==> src/rtl/lcr_pkg.sv <==
// Shared types and constants for the lattice coefficient rounding unit.
package lcr_pkg;

    typedef enum logic [1:0] {
        OP_POWER2ROUND,
        OP_DECOMPOSE,
        OP_MAKE_HINT,
        OP_USE_HINT
    } lcr_op_t;

    localparam int COEFFS_DEFAULT = 256;

    localparam int QUEUE_DEPTH = 4;
    localparam int QUEUE_AW    = $clog2(QUEUE_DEPTH);

    localparam logic [22:0] Q_MOD      = 23'd8380417;
    localparam int          D_BITS     = 13;
    localparam logic [23:0] P2R_ROUND  = 24'd4095;
    localparam logic [23:0] DEC_ROUND  = 24'd127;
    localparam logic [30:0] DEC_MULT   = 31'd11275;
    localparam logic [31:0] DEC_BIAS   = 32'd8388608;
    localparam logic [23:0] ALPHA      = 24'd190464;
    localparam logic signed [23:0] HALF_Q = 24'sd4190208;
    localparam logic [23:0] Q_WIDE     = 24'd8380417;
    localparam logic signed [22:0] GAMMA2     = 23'sd95232;
    localparam logic signed [22:0] NEG_GAMMA2 = -23'sd95232;
    localparam logic [7:0]  DEC_HIGH_LIMIT = 8'd43;
    localparam logic [5:0]  HIGH_MAX   = 6'd43;
    localparam logic [8:0]  COUNT_MAX  = 9'd511;

    // One classified item as it travels from the front part to the back part.
    typedef struct packed {
        lcr_op_t     op;
        logic [22:0] a;
        logic        hint;
        logic        flag;
        logic [7:0]  idx;
        logic [8:0]  total;
    } lcr_job_t;

    typedef struct packed {
        logic                full;
        logic                empty;
        logic [QUEUE_AW:0]   count;
    } lcr_q_status_t;

endpackage

==> src/rtl/lcr_if.sv <==
// Handshake channels for coefficient items and result items.
interface lcr_in_if;
    logic               valid;
    logic               ready;
    logic [1:0]         opcode;
    logic [22:0]        coeff;
    logic signed [22:0] low_in;
    logic [5:0]         high_in;
    logic               hint_in;
    logic               last;

    modport source (output valid, opcode, coeff, low_in, high_in, hint_in, last,
                    input ready);
    modport sink (input valid, opcode, coeff, low_in, high_in, hint_in, last,
                  output ready);
endinterface

interface lcr_out_if;
    logic               valid;
    logic               ready;
    logic [9:0]         high_out;
    logic signed [22:0] low_out;
    logic               hint_flag;
    logic [7:0]         hint_index;
    logic [8:0]         hint_total;

    modport source (output valid, high_out, low_out, hint_flag, hint_index, hint_total,
                    input ready);
    modport sink (input valid, high_out, low_out, hint_flag, hint_index, hint_total,
                  output ready);
endinterface

==> src/rtl/lcr_front.sv <==
// Front part: accepts items, reduces coefficients and runs the make-hint counters.
module lcr_front #(
    parameter int COEFFS = lcr_pkg::COEFFS_DEFAULT
) (
    input  logic             clk,
    input  logic             rst_n,
    lcr_in_if.sink           op_ch,
    output lcr_pkg::lcr_job_t job,
    output logic             push,
    input  logic             q_ready
);

    lcr_pkg::lcr_op_t op;
    logic [22:0]      a_red;
    logic             flag;
    logic [8:0]       cnt;
    logic             pos_wrap;
    logic             accept;
    logic [7:0]       position_reg;
    logic [7:0]       position_next;
    logic [8:0]       hint_count_reg;
    logic [8:0]       hint_count_next;

    assign op          = lcr_pkg::lcr_op_t'(op_ch.opcode);
    assign op_ch.ready = q_ready;
    assign accept      = op_ch.valid && q_ready;
    assign push        = accept;

    assign a_red = (op_ch.coeff >= lcr_pkg::Q_MOD) ? op_ch.coeff - lcr_pkg::Q_MOD
                                                   : op_ch.coeff;

    assign flag = (op_ch.low_in > lcr_pkg::GAMMA2) || (op_ch.low_in < lcr_pkg::NEG_GAMMA2)
                  || ((op_ch.low_in == lcr_pkg::NEG_GAMMA2) && (op_ch.high_in != 6'd0));

    assign cnt = (flag && (hint_count_reg != lcr_pkg::COUNT_MAX)) ? hint_count_reg + 9'd1
                                                                  : hint_count_reg;

    assign pos_wrap = ({1'b0, position_reg} + 9'd1) >= 9'(COEFFS);

    always_comb
    begin
        job.op    = op;
        job.a     = a_red;
        job.hint  = op_ch.hint_in;
        job.flag  = 1'b0;
        job.idx   = 8'd0;
        job.total = 9'd0;
        if (op == lcr_pkg::OP_MAKE_HINT)
        begin
            job.a     = 23'd0;
            job.flag  = flag;
            job.idx   = position_reg;
            job.total = cnt;
        end
    end

    always_comb
    begin
        position_next   = position_reg;
        hint_count_next = hint_count_reg;
        if (accept && (op == lcr_pkg::OP_MAKE_HINT))
        begin
            if (op_ch.last)
            begin
                position_next   = 8'd0;
                hint_count_next = 9'd0;
            end
            else
            begin
                position_next   = pos_wrap ? 8'd0 : position_reg + 8'd1;
                hint_count_next = cnt;
            end
        end
    end

    always_ff @(posedge clk or negedge rst_n)
    begin
        if (!rst_n)
        begin
            position_reg   <= 8'd0;
            hint_count_reg <= 9'd0;
        end
        else
        begin
            position_reg   <= position_next;
            hint_count_reg <= hint_count_next;
        end
    end

endmodule

==> src/rtl/lcr_queue.sv <==
// Short queue of classified items between the front and back parts.
module lcr_queue (
    input  logic                   clk,
    input  logic                   rst_n,
    input  lcr_pkg::lcr_job_t      wr_job,
    input  logic                   push,
    output logic                   wr_ready,
    output lcr_pkg::lcr_job_t      rd_job,
    output logic                   rd_valid,
    input  logic                   pop_ready,
    output lcr_pkg::lcr_q_status_t status
);

    lcr_pkg::lcr_job_t              entry_reg [lcr_pkg::QUEUE_DEPTH];
    logic [lcr_pkg::QUEUE_AW-1:0]   wr_ptr_reg;
    logic [lcr_pkg::QUEUE_AW-1:0]   wr_ptr_next;
    logic [lcr_pkg::QUEUE_AW-1:0]   rd_ptr_reg;
    logic [lcr_pkg::QUEUE_AW-1:0]   rd_ptr_next;
    logic [lcr_pkg::QUEUE_AW:0]     count_reg;
    logic [lcr_pkg::QUEUE_AW:0]     count_next;
    logic                           do_push;
    logic                           do_pop;

    assign status.full  = (count_reg == (lcr_pkg::QUEUE_AW + 1)'(lcr_pkg::QUEUE_DEPTH));
    assign status.empty = (count_reg == '0);
    assign status.count = count_reg;

    assign wr_ready = !status.full;
    assign rd_valid = !status.empty;
    assign rd_job   = entry_reg[rd_ptr_reg];
    assign do_push  = push && !status.full;
    assign do_pop   = rd_valid && pop_ready;

    always_comb
    begin
        wr_ptr_next = do_push ? wr_ptr_reg + 1'b1 : wr_ptr_reg;
        rd_ptr_next = do_pop ? rd_ptr_reg + 1'b1 : rd_ptr_reg;
        count_next  = count_reg;
        if (do_push && !do_pop)
        begin
            count_next = count_reg + 1'b1;
        end
        else if (do_pop && !do_push)
        begin
            count_next = count_reg - 1'b1;
        end
    end

    always_ff @(posedge clk)
    begin
        if (do_push)
        begin
            entry_reg[wr_ptr_reg] <= wr_job;
        end
    end

    always_ff @(posedge clk or negedge rst_n)
    begin
        if (!rst_n)
        begin
            wr_ptr_reg <= '0;
            rd_ptr_reg <= '0;
            count_reg  <= '0;
        end
        else
        begin
            wr_ptr_reg <= wr_ptr_next;
            rd_ptr_reg <= rd_ptr_next;
            count_reg  <= count_next;
        end
    end

endmodule

==> src/rtl/lcr_back.sv <==
// Back part: three-stage rounding pipeline ending in the result register.
module lcr_back (
    input  logic              clk,
    input  logic              rst_n,
    input  lcr_pkg::lcr_job_t job,
    input  logic              job_valid,
    output logic              job_ready,
    lcr_out_if.source         res_ch
);

    logic                      adv1;
    logic                      adv2;
    logic                      adv3;

    logic [23:0]               sum_p2r;
    logic [9:0]                hi_p2r;
    logic [22:0]               lo_p2r;
    logic [23:0]               sum_dec;
    logic [16:0]               quot;
    logic [30:0]               prod;

    logic                      s1_valid_reg;
    lcr_pkg::lcr_job_t         s1_job_reg;
    logic [30:0]               s1_prod_reg;
    logic [9:0]                s1_hi_p2r_reg;
    logic [22:0]               s1_lo_p2r_reg;

    logic [31:0]               sum_bias;
    logic [7:0]                h_raw;
    logic [5:0]                h_dec;
    logic signed [23:0]        l_raw;

    logic                      s2_valid_reg;
    lcr_pkg::lcr_job_t         s2_job_reg;
    logic [9:0]                s2_hi_p2r_reg;
    logic [22:0]               s2_lo_p2r_reg;
    logic [5:0]                s2_h_reg;
    logic signed [23:0]        s2_lraw_reg;

    logic signed [23:0]        l_dec;
    logic [5:0]                h_use;
    logic [9:0]                high_next;
    logic [22:0]               low_next;

    logic                      res_valid_reg;
    logic [9:0]                res_high_reg;
    logic [22:0]               res_low_reg;
    logic                      res_flag_reg;
    logic [7:0]                res_idx_reg;
    logic [8:0]                res_total_reg;

    assign adv3      = !res_valid_reg || res_ch.ready;
    assign adv2      = !s2_valid_reg || adv3;
    assign adv1      = !s1_valid_reg || adv2;
    assign job_ready = adv1;

    assign sum_p2r = {1'b0, job.a} + lcr_pkg::P2R_ROUND;
    assign hi_p2r  = sum_p2r[22:lcr_pkg::D_BITS];
    assign lo_p2r  = 23'({1'b0, job.a} - {1'b0, hi_p2r, 13'd0});
    assign sum_dec = {1'b0, job.a} + lcr_pkg::DEC_ROUND;
    assign quot    = sum_dec[23:7];
    assign prod    = 31'(quot) * lcr_pkg::DEC_MULT;

    assign sum_bias = {1'b0, s1_prod_reg} + lcr_pkg::DEC_BIAS;
    assign h_raw    = sum_bias[31:24];
    assign h_dec    = (h_raw > lcr_pkg::DEC_HIGH_LIMIT) ? 6'd0 : h_raw[5:0];
    assign l_raw    = signed'({1'b0, s1_job_reg.a} - 24'(h_dec) * lcr_pkg::ALPHA);

    assign l_dec = (s2_lraw_reg > lcr_pkg::HALF_Q) ? s2_lraw_reg - signed'(lcr_pkg::Q_WIDE)
                                                  : s2_lraw_reg;

    always_comb
    begin
        h_use = s2_h_reg;
        if (s2_job_reg.hint)
        begin
            if (!l_dec[23])
            begin
                h_use = (s2_h_reg == lcr_pkg::HIGH_MAX) ? 6'd0 : s2_h_reg + 6'd1;
            end
            else
            begin
                h_use = (s2_h_reg == 6'd0) ? lcr_pkg::HIGH_MAX : s2_h_reg - 6'd1;
            end
        end
    end

    always_comb
    begin
        case (s2_job_reg.op)
            lcr_pkg::OP_POWER2ROUND:
            begin
                high_next = s2_hi_p2r_reg;
                low_next  = s2_lo_p2r_reg;
            end
            lcr_pkg::OP_DECOMPOSE:
            begin
                high_next = {4'd0, s2_h_reg};
                low_next  = l_dec[22:0];
            end
            lcr_pkg::OP_USE_HINT:
            begin
                high_next = {4'd0, h_use};
                low_next  = 23'd0;
            end
            default:
            begin
                high_next = 10'd0;
                low_next  = 23'd0;
            end
        endcase
    end

    always_ff @(posedge clk)
    begin
        if (adv1)
        begin
            s1_job_reg    <= job;
            s1_prod_reg   <= prod;
            s1_hi_p2r_reg <= hi_p2r;
            s1_lo_p2r_reg <= lo_p2r;
        end
        if (adv2)
        begin
            s2_job_reg    <= s1_job_reg;
            s2_hi_p2r_reg <= s1_hi_p2r_reg;
            s2_lo_p2r_reg <= s1_lo_p2r_reg;
            s2_h_reg      <= h_dec;
            s2_lraw_reg   <= l_raw;
        end
        if (adv3)
        begin
            res_high_reg  <= high_next;
            res_low_reg   <= low_next;
            res_flag_reg  <= s2_job_reg.flag;
            res_idx_reg   <= s2_job_reg.idx;
            res_total_reg <= s2_job_reg.total;
        end
    end

    always_ff @(posedge clk or negedge rst_n)
    begin
        if (!rst_n)
        begin
            s1_valid_reg  <= 1'b0;
            s2_valid_reg  <= 1'b0;
            res_valid_reg <= 1'b0;
        end
        else
        begin
            if (adv1)
            begin
                s1_valid_reg <= job_valid;
            end
            if (adv2)
            begin
                s2_valid_reg <= s1_valid_reg;
            end
            if (adv3)
            begin
                res_valid_reg <= s2_valid_reg;
            end
        end
    end

    assign res_ch.valid      = res_valid_reg;
    assign res_ch.high_out   = res_high_reg;
    assign res_ch.low_out    = signed'(res_low_reg);
    assign res_ch.hint_flag  = res_flag_reg;
    assign res_ch.hint_index = res_idx_reg;
    assign res_ch.hint_total = res_total_reg;

endmodule

==> src/rtl/lattice_coeff_rounding_unit.sv <==
// Top level of the lattice coefficient rounding unit.
// Items enter on op_ch: an opcode selects power2round, decompose, make hint or
// use hint for one coefficient. One result item per input item leaves on res_ch,
// in input order, both channels using a valid/ready handshake.
// The front part reduces the coefficient and runs the make-hint position and
// hint counters; a four-entry queue decouples it from a three-stage back part.
// The back part is set by its decompose multiplier stage, its high-part stage and
// its correction stage, which also holds the result register.
// An accepted item is registered in the queue, then in the three back stages.
// Throughput: one item per cycle while res_ch is ready.
// When res_ch stalls, the pipeline holds and the queue fills; op_ch.ready drops
// only when the queue is full, so up to seven items are held during a stall.
// Reset clears the counters, the queue and all valid flags; no clearing pass
// is needed and the first item is accepted right after reset.
// After a make-hint item with last set, position and hint count restart at zero.
module lattice_coeff_rounding_unit #(
    parameter int COEFFS = lcr_pkg::COEFFS_DEFAULT
) (
    input  logic      clk,
    input  logic      rst_n,
    lcr_in_if.sink    op_ch,
    lcr_out_if.source res_ch
);

    lcr_pkg::lcr_job_t      front_job;
    logic                   front_push;
    logic                   q_wr_ready;
    lcr_pkg::lcr_job_t      q_job;
    logic                   q_valid;
    logic                   back_ready;
    lcr_pkg::lcr_q_status_t q_status;

    lcr_front #(
        .COEFFS (COEFFS)
    ) u_front (
        .clk     (clk),
        .rst_n   (rst_n),
        .op_ch   (op_ch),
        .job     (front_job),
        .push    (front_push),
        .q_ready (q_wr_ready)
    );

    lcr_queue u_queue (
        .clk       (clk),
        .rst_n     (rst_n),
        .wr_job    (front_job),
        .push      (front_push),
        .wr_ready  (q_wr_ready),
        .rd_job    (q_job),
        .rd_valid  (q_valid),
        .pop_ready (back_ready),
        .status    (q_status)
    );

    lcr_back u_back (
        .clk       (clk),
        .rst_n     (rst_n),
        .job       (q_job),
        .job_valid (q_valid),
        .job_ready (back_ready),
        .res_ch    (res_ch)
    );

`ifndef SYNTH
    a_queue_bound: assert property (@(posedge clk) disable iff (!rst_n)
        q_status.count <= (lcr_pkg::QUEUE_AW + 1)'(lcr_pkg::QUEUE_DEPTH))
        else $error("Queue count exceeds its depth.");

    a_full_blocks_input: assert property (@(posedge clk) disable iff (!rst_n)
        q_status.full |-> !op_ch.ready)
        else $error("Input is ready while the queue is full.");

    a_pop_needs_entry: assert property (@(posedge clk) disable iff (!rst_n)
        q_status.empty && !(op_ch.valid && op_ch.ready) |=> q_status.empty)
        else $error("Queue became non-empty without an accepted item.");

    a_flag_counted: assert property (@(posedge clk) disable iff (!rst_n)
        res_ch.valid && res_ch.hint_flag |-> res_ch.hint_total != 9'd0)
        else $error("A flagged hint result carries a zero hint total.");
`endif

endmodule

==> src/flat_wrapper.sv <==
// flat-port wrapper written by rule: the top's interface ports become plain ports
module lattice_coeff_rounding_unit_flat 
#(
    parameter int COEFFS = lcr_pkg::COEFFS_DEFAULT
)
  (clk, rst_n, op_ch_valid, op_ch_opcode, op_ch_coeff, op_ch_low_in, op_ch_high_in, op_ch_hint_in, op_ch_last, op_ch_ready, res_ch_valid, res_ch_high_out, res_ch_low_out, res_ch_hint_flag, res_ch_hint_index, res_ch_hint_total, res_ch_ready);
  lcr_in_if op_ch_i ();
  lcr_out_if res_ch_i ();
  input  logic clk;
  input  logic rst_n;
  input wire logic [$bits(op_ch_i.valid)-1:0] op_ch_valid;
  input wire logic [$bits(op_ch_i.opcode)-1:0] op_ch_opcode;
  input wire logic [$bits(op_ch_i.coeff)-1:0] op_ch_coeff;
  input wire logic [$bits(op_ch_i.low_in)-1:0] op_ch_low_in;
  input wire logic [$bits(op_ch_i.high_in)-1:0] op_ch_high_in;
  input wire logic [$bits(op_ch_i.hint_in)-1:0] op_ch_hint_in;
  input wire logic [$bits(op_ch_i.last)-1:0] op_ch_last;
  output wire logic [$bits(op_ch_i.ready)-1:0] op_ch_ready;
  output wire logic [$bits(res_ch_i.valid)-1:0] res_ch_valid;
  output wire logic [$bits(res_ch_i.high_out)-1:0] res_ch_high_out;
  output wire logic [$bits(res_ch_i.low_out)-1:0] res_ch_low_out;
  output wire logic [$bits(res_ch_i.hint_flag)-1:0] res_ch_hint_flag;
  output wire logic [$bits(res_ch_i.hint_index)-1:0] res_ch_hint_index;
  output wire logic [$bits(res_ch_i.hint_total)-1:0] res_ch_hint_total;
  input wire logic [$bits(res_ch_i.ready)-1:0] res_ch_ready;
  assign op_ch_i.valid = op_ch_valid;
  assign op_ch_i.opcode = op_ch_opcode;
  assign op_ch_i.coeff = op_ch_coeff;
  assign op_ch_i.low_in = op_ch_low_in;
  assign op_ch_i.high_in = op_ch_high_in;
  assign op_ch_i.hint_in = op_ch_hint_in;
  assign op_ch_i.last = op_ch_last;
  assign op_ch_ready = op_ch_i.ready;
  assign res_ch_valid = res_ch_i.valid;
  assign res_ch_high_out = res_ch_i.high_out;
  assign res_ch_low_out = res_ch_i.low_out;
  assign res_ch_hint_flag = res_ch_i.hint_flag;
  assign res_ch_hint_index = res_ch_i.hint_index;
  assign res_ch_hint_total = res_ch_i.hint_total;
  assign res_ch_i.ready = res_ch_ready;
  lattice_coeff_rounding_unit #(.COEFFS(COEFFS)) u_core (.clk(clk), .rst_n(rst_n), .op_ch(op_ch_i), .res_ch(res_ch_i));
endmodule
==> config.mk <==
export PLATFORM = sky130hd
export DESIGN_NAME = lattice_coeff_rounding_unit_flat
export DESIGN_NICKNAME = d
export VERILOG_FILES = /design/src/rtl/lcr_pkg.sv /design/src/rtl/lcr_if.sv /design/src/rtl/lcr_front.sv /design/src/rtl/lcr_queue.sv /design/src/rtl/lcr_back.sv /design/src/rtl/lattice_coeff_rounding_unit.sv /design/src/flat_wrapper.sv
export SDC_FILE = /design/constraint.sdc
export NUM_CORES = 1
export LEC_CHECK = 0
export BUFFER_PORTS_ARGS = -buffer_cell sky130_fd_sc_hd__buf_2
export CELL_PAD_IN_SITES_DETAIL_PLACEMENT = 0
export CELL_PAD_IN_SITES_GLOBAL_PLACEMENT = 1
export CORE_MARGIN = 2
export CORE_UTILIZATION = 47
export DETAILED_ROUTE_END_ITERATION = 7
export PLACE_DENSITY_LB_ADDON = 0.2
export SKIP_LAST_GASP = 1
export SYNTH_ARGS = -nofsm -noshare
export SYNTH_HDL_FRONTEND = slang
export SYNTH_SLANG_ARGS = --single-unit
==> constraint.sdc <==
create_clock -name clk -period 7.1 [get_ports clk]
set_clock_uncertainty 0.15 [all_clocks]
set_input_delay 1.42 -clock clk [delete_from_list [all_inputs] [get_ports clk]]
set_output_delay 1.42 -clock clk [all_outputs]
set_load 0.01 [all_outputs]
==> results.tsv <==
metric	value	unit
status	finished with violations	
failing checks	negative setup slack	
# diodes	0	
utilization after layout	55.8	%
Reg2Reg Depth	26	
M3 GR Usage	2.50	%
Total Wirelength	44600	µm
root buffer selected by CTS	clkbuf_16	
Worst Path Max Fanout	7	
I/O pins	113	
CP top delay family	adder cells	
TritonRoute pass-1 iters	5	
post-route setup slack	-121	ps
Yosys cell types	79	
Layout area overhead	18.0	%
Mean Syn Cell Area	13.4	µm²
Main synth FF type	edfxtp_1	
Worst-Skew Late Latency	570	ps
Rel. slew slack	26.9	%
syn nets	1885	
CP peak stage delay	550	ps
global-route usage over all layers	19.2	%
core footprint	45100	µm²
reg2reg end	u_core.u_back.s1_prod_reg[29]$_DFFE_PN_	
CP required	7260	ps
cts hold-fix bufs	0	
placed cell area	23100	µm²
hold path depth	0	
largest net degree at the start of global routing	75	
Initial Utilization	47.3	%
minimum clock period	7220	ps
GR Util met2	31.7	%
worst reg2reg setup slack	-120	ps
Clk pin slew, worst setup/hold paths	60	ps
vias in the first global route	12898	
crit start category	flop	
fin crit share	102	%
fraction of layout cells with a size suffix above 1	22.3	%
design area	25200	µm²
final slew viol count	0	
asr flop ratio synth	6.77	%
clk buf depth	3	
WP buf/inv	6	
initial drt markers	829	
# nets final	2092	
Post-synth EDFFs	372	
busiest layer in global routing	met2	
Worst-Margin Slew	1100	ps
gpl congestion	0.849	
Min Hold Slack	267	ps
DR DRC count	0	
DR WL/cell	18.3	µm
worst hold start	u_core.u_back.s1_job_reg[22]$_DFFE_PN_	
die footprint	47100	µm²
max reg flops	176	
row count	78	
Buffers on Ports	112	
clk sink count	399	
CP Class	reg2reg	
Vias/cell	5.28	
post-synthesis cell count	1595	
via count	12853	
Hold Vio Cnt, Final	0	
grt met1 use	27.2	%
Critical Path End Type	flop	
Num CTS Buffers	43	
type of the most critical hold path	reg2reg	
YS warnings	0	
mapped cell area	21300	µm²
GR Overflow Total	0	
HPWL after DPL	32000	µm
worst path arrival time	7380	ps
Finish-stage setup viols	3	
Slowest-stage cell, CP	or4_1	
Yosys reg bits	399	
Endpoint, Worst Hold	u_core.u_back.s2_lo_p2r_reg[3]$_DFFE_PP_	
die boundary width	217	µm
CTS tree	done	
Die H	217	µm
H-tree Lvls	2	
RSZ-0062 raised after global routing	true	
r2r startpoint	u_core.u_queue.rd_ptr_reg[0]$_DFFE_PN0P_	
initial antenna violation count	0	
first-pass GRT wire length	70500	µm
sequential element share of the synthesized area	55.5	%
Peak Freq	138	MHz
Final ANT Viol Nets	0	
Max-Cap Viols	0	
-- repair_timing --
action	CTS	global route
setup endpoints to repair	7	8
setup buffers	6	10
gates resized for setup	25	47
pin swaps	30	35
-- placed cells by master, fill, tap and decap left out, drive strengths merged, types with 37 or more instances in the layout --
cell	count
nor2	126
fa	54
xor2	47
edfxtp	372
mux4	44
buf	203
xnor2	71
nand2	84
ha	176
inv	168
a21oi	45
clkbuf	52
o21ai	37
-- worst max path at each step --
stage / start / endpoint / slack (ps) / cells after the start
after global routing: u_core.u_queue.rd_ptr_reg[0]$_DFFE_PN0P_ / u_core.u_back.s1_prod_reg[29]$_DFFE_PN_ / -400 / 29
final: u_core.u_queue.rd_ptr_reg[0]$_DFFE_PN0P_ / u_core.u_back.s1_prod_reg[29]$_DFFE_PN_ / -120 / 26
after floorplan: u_core.u_queue.rd_ptr_reg[0]$_DFFE_PN0P_ / u_core.u_back.s1_prod_reg[29]$_DFFE_PN_ / 0.4 / 28
after global placement: u_core.u_queue.rd_ptr_reg[0]$_DFFE_PN0P_ / u_core.u_back.s1_prod_reg[29]$_DFFE_PN_ / -280 / 26
after detailed placement: u_core.u_queue.rd_ptr_reg[0]$_DFFE_PN0P_ / u_core.u_back.s1_prod_reg[29]$_DFFE_PN_ / -440 / 27
after CTS: u_core.u_queue.rd_ptr_reg[0]$_DFFE_PN0P_ / u_core.u_back.s1_prod_reg[27]$_DFFE_PN_ / -170 / 27
-- worst register-to-register path, delay by kind of cell (launching register included) --
kind / cells / cell delay (ps)
xor+xnor: 1 / 120
flops: 1 / 470
mux: 1 / 510
compound gates: 3 / 550
simple gates: 9 / 2170
fa+ha+maj: 6 / 2510
buf+inv: 6 / 490
-- cell usage after synthesis (7+ instances only) --
cell	n	area [µm²]
edfxtp_1	372	11200
ha_1	176	2200
inv_1	164	616
nor2_1	126	473
nand2_1	84	315
xnor2_1	71	622
fa_1	54	1080
xor2_1	47	412
a21oi_1	44	220
mux4_2	42	946
o21ai_0	35	175
nand3_1	29	145
and2_1	28	175
clkbuf_1	28	105
dfrtp_1	27	676
nor3_1	19	95.1
and3_1	17	106
nor2b_1	17	106
or3_1	16	100
a211oi_1	15	113
a21o_1	13	97.6
nand4_1	12	75.1
mux2i_1	11	110
nor4_1	10	62.6
or2_2	10	62.6
a31oi_1	8	50.1
nand2b_1	8	50.1
and4_1	7	61.3
-- per-layer routing --
layer / wire length (µm) / up-vias
met5: 0 / -
met3: 1840 / 48
met1: 20600 / 6368
met4: 787 / 0
li1: - / 6201
met2: 21400 / 236
-- cells by family (layout without fill, tap and decap cells) --
kind of cell	after synthesis	after routing	share of synthesized area [%]
flip-flops	399	399	55.5
XOR/XNOR	118	118	4.85
adder cells (fa/ha/maj)	230	230	15.4
AO/OA/AOI/OAI	176	176	5.49
multiplexers	58	58	5.36
AND/OR/NAND/NOR	409	409	9.67
buffers and inverters	205	443	3.70
-- layout make-up --
type | instances | area, µm²
clock buffer | 52 | 1120
sequential | 399 | 11800
multi-input combinational | 991 | 9200
tap | 600 | 751
inverter | 164 | 616
clock inverter | 24 | 377
timing repair buffer | 203 | 1250
fill | 3696 | 19900
-- per-stage QoR --
stage / setup slack [ps] / instances / setup TNS, ps
floorplan: 0.417 / 1595 / 0
global placement: -277 / 2341 / -842
detailed placement: -442 / 2341 / -1570
CTS: -170 / 2423 / -371
global route: -401 / 2433 / -1660
finish: -121 / 2433 / -235
Power is left out: the tool's default activity adds up to more than one toggle a clock period on the data nets, which glitch-free logic cannot reach.
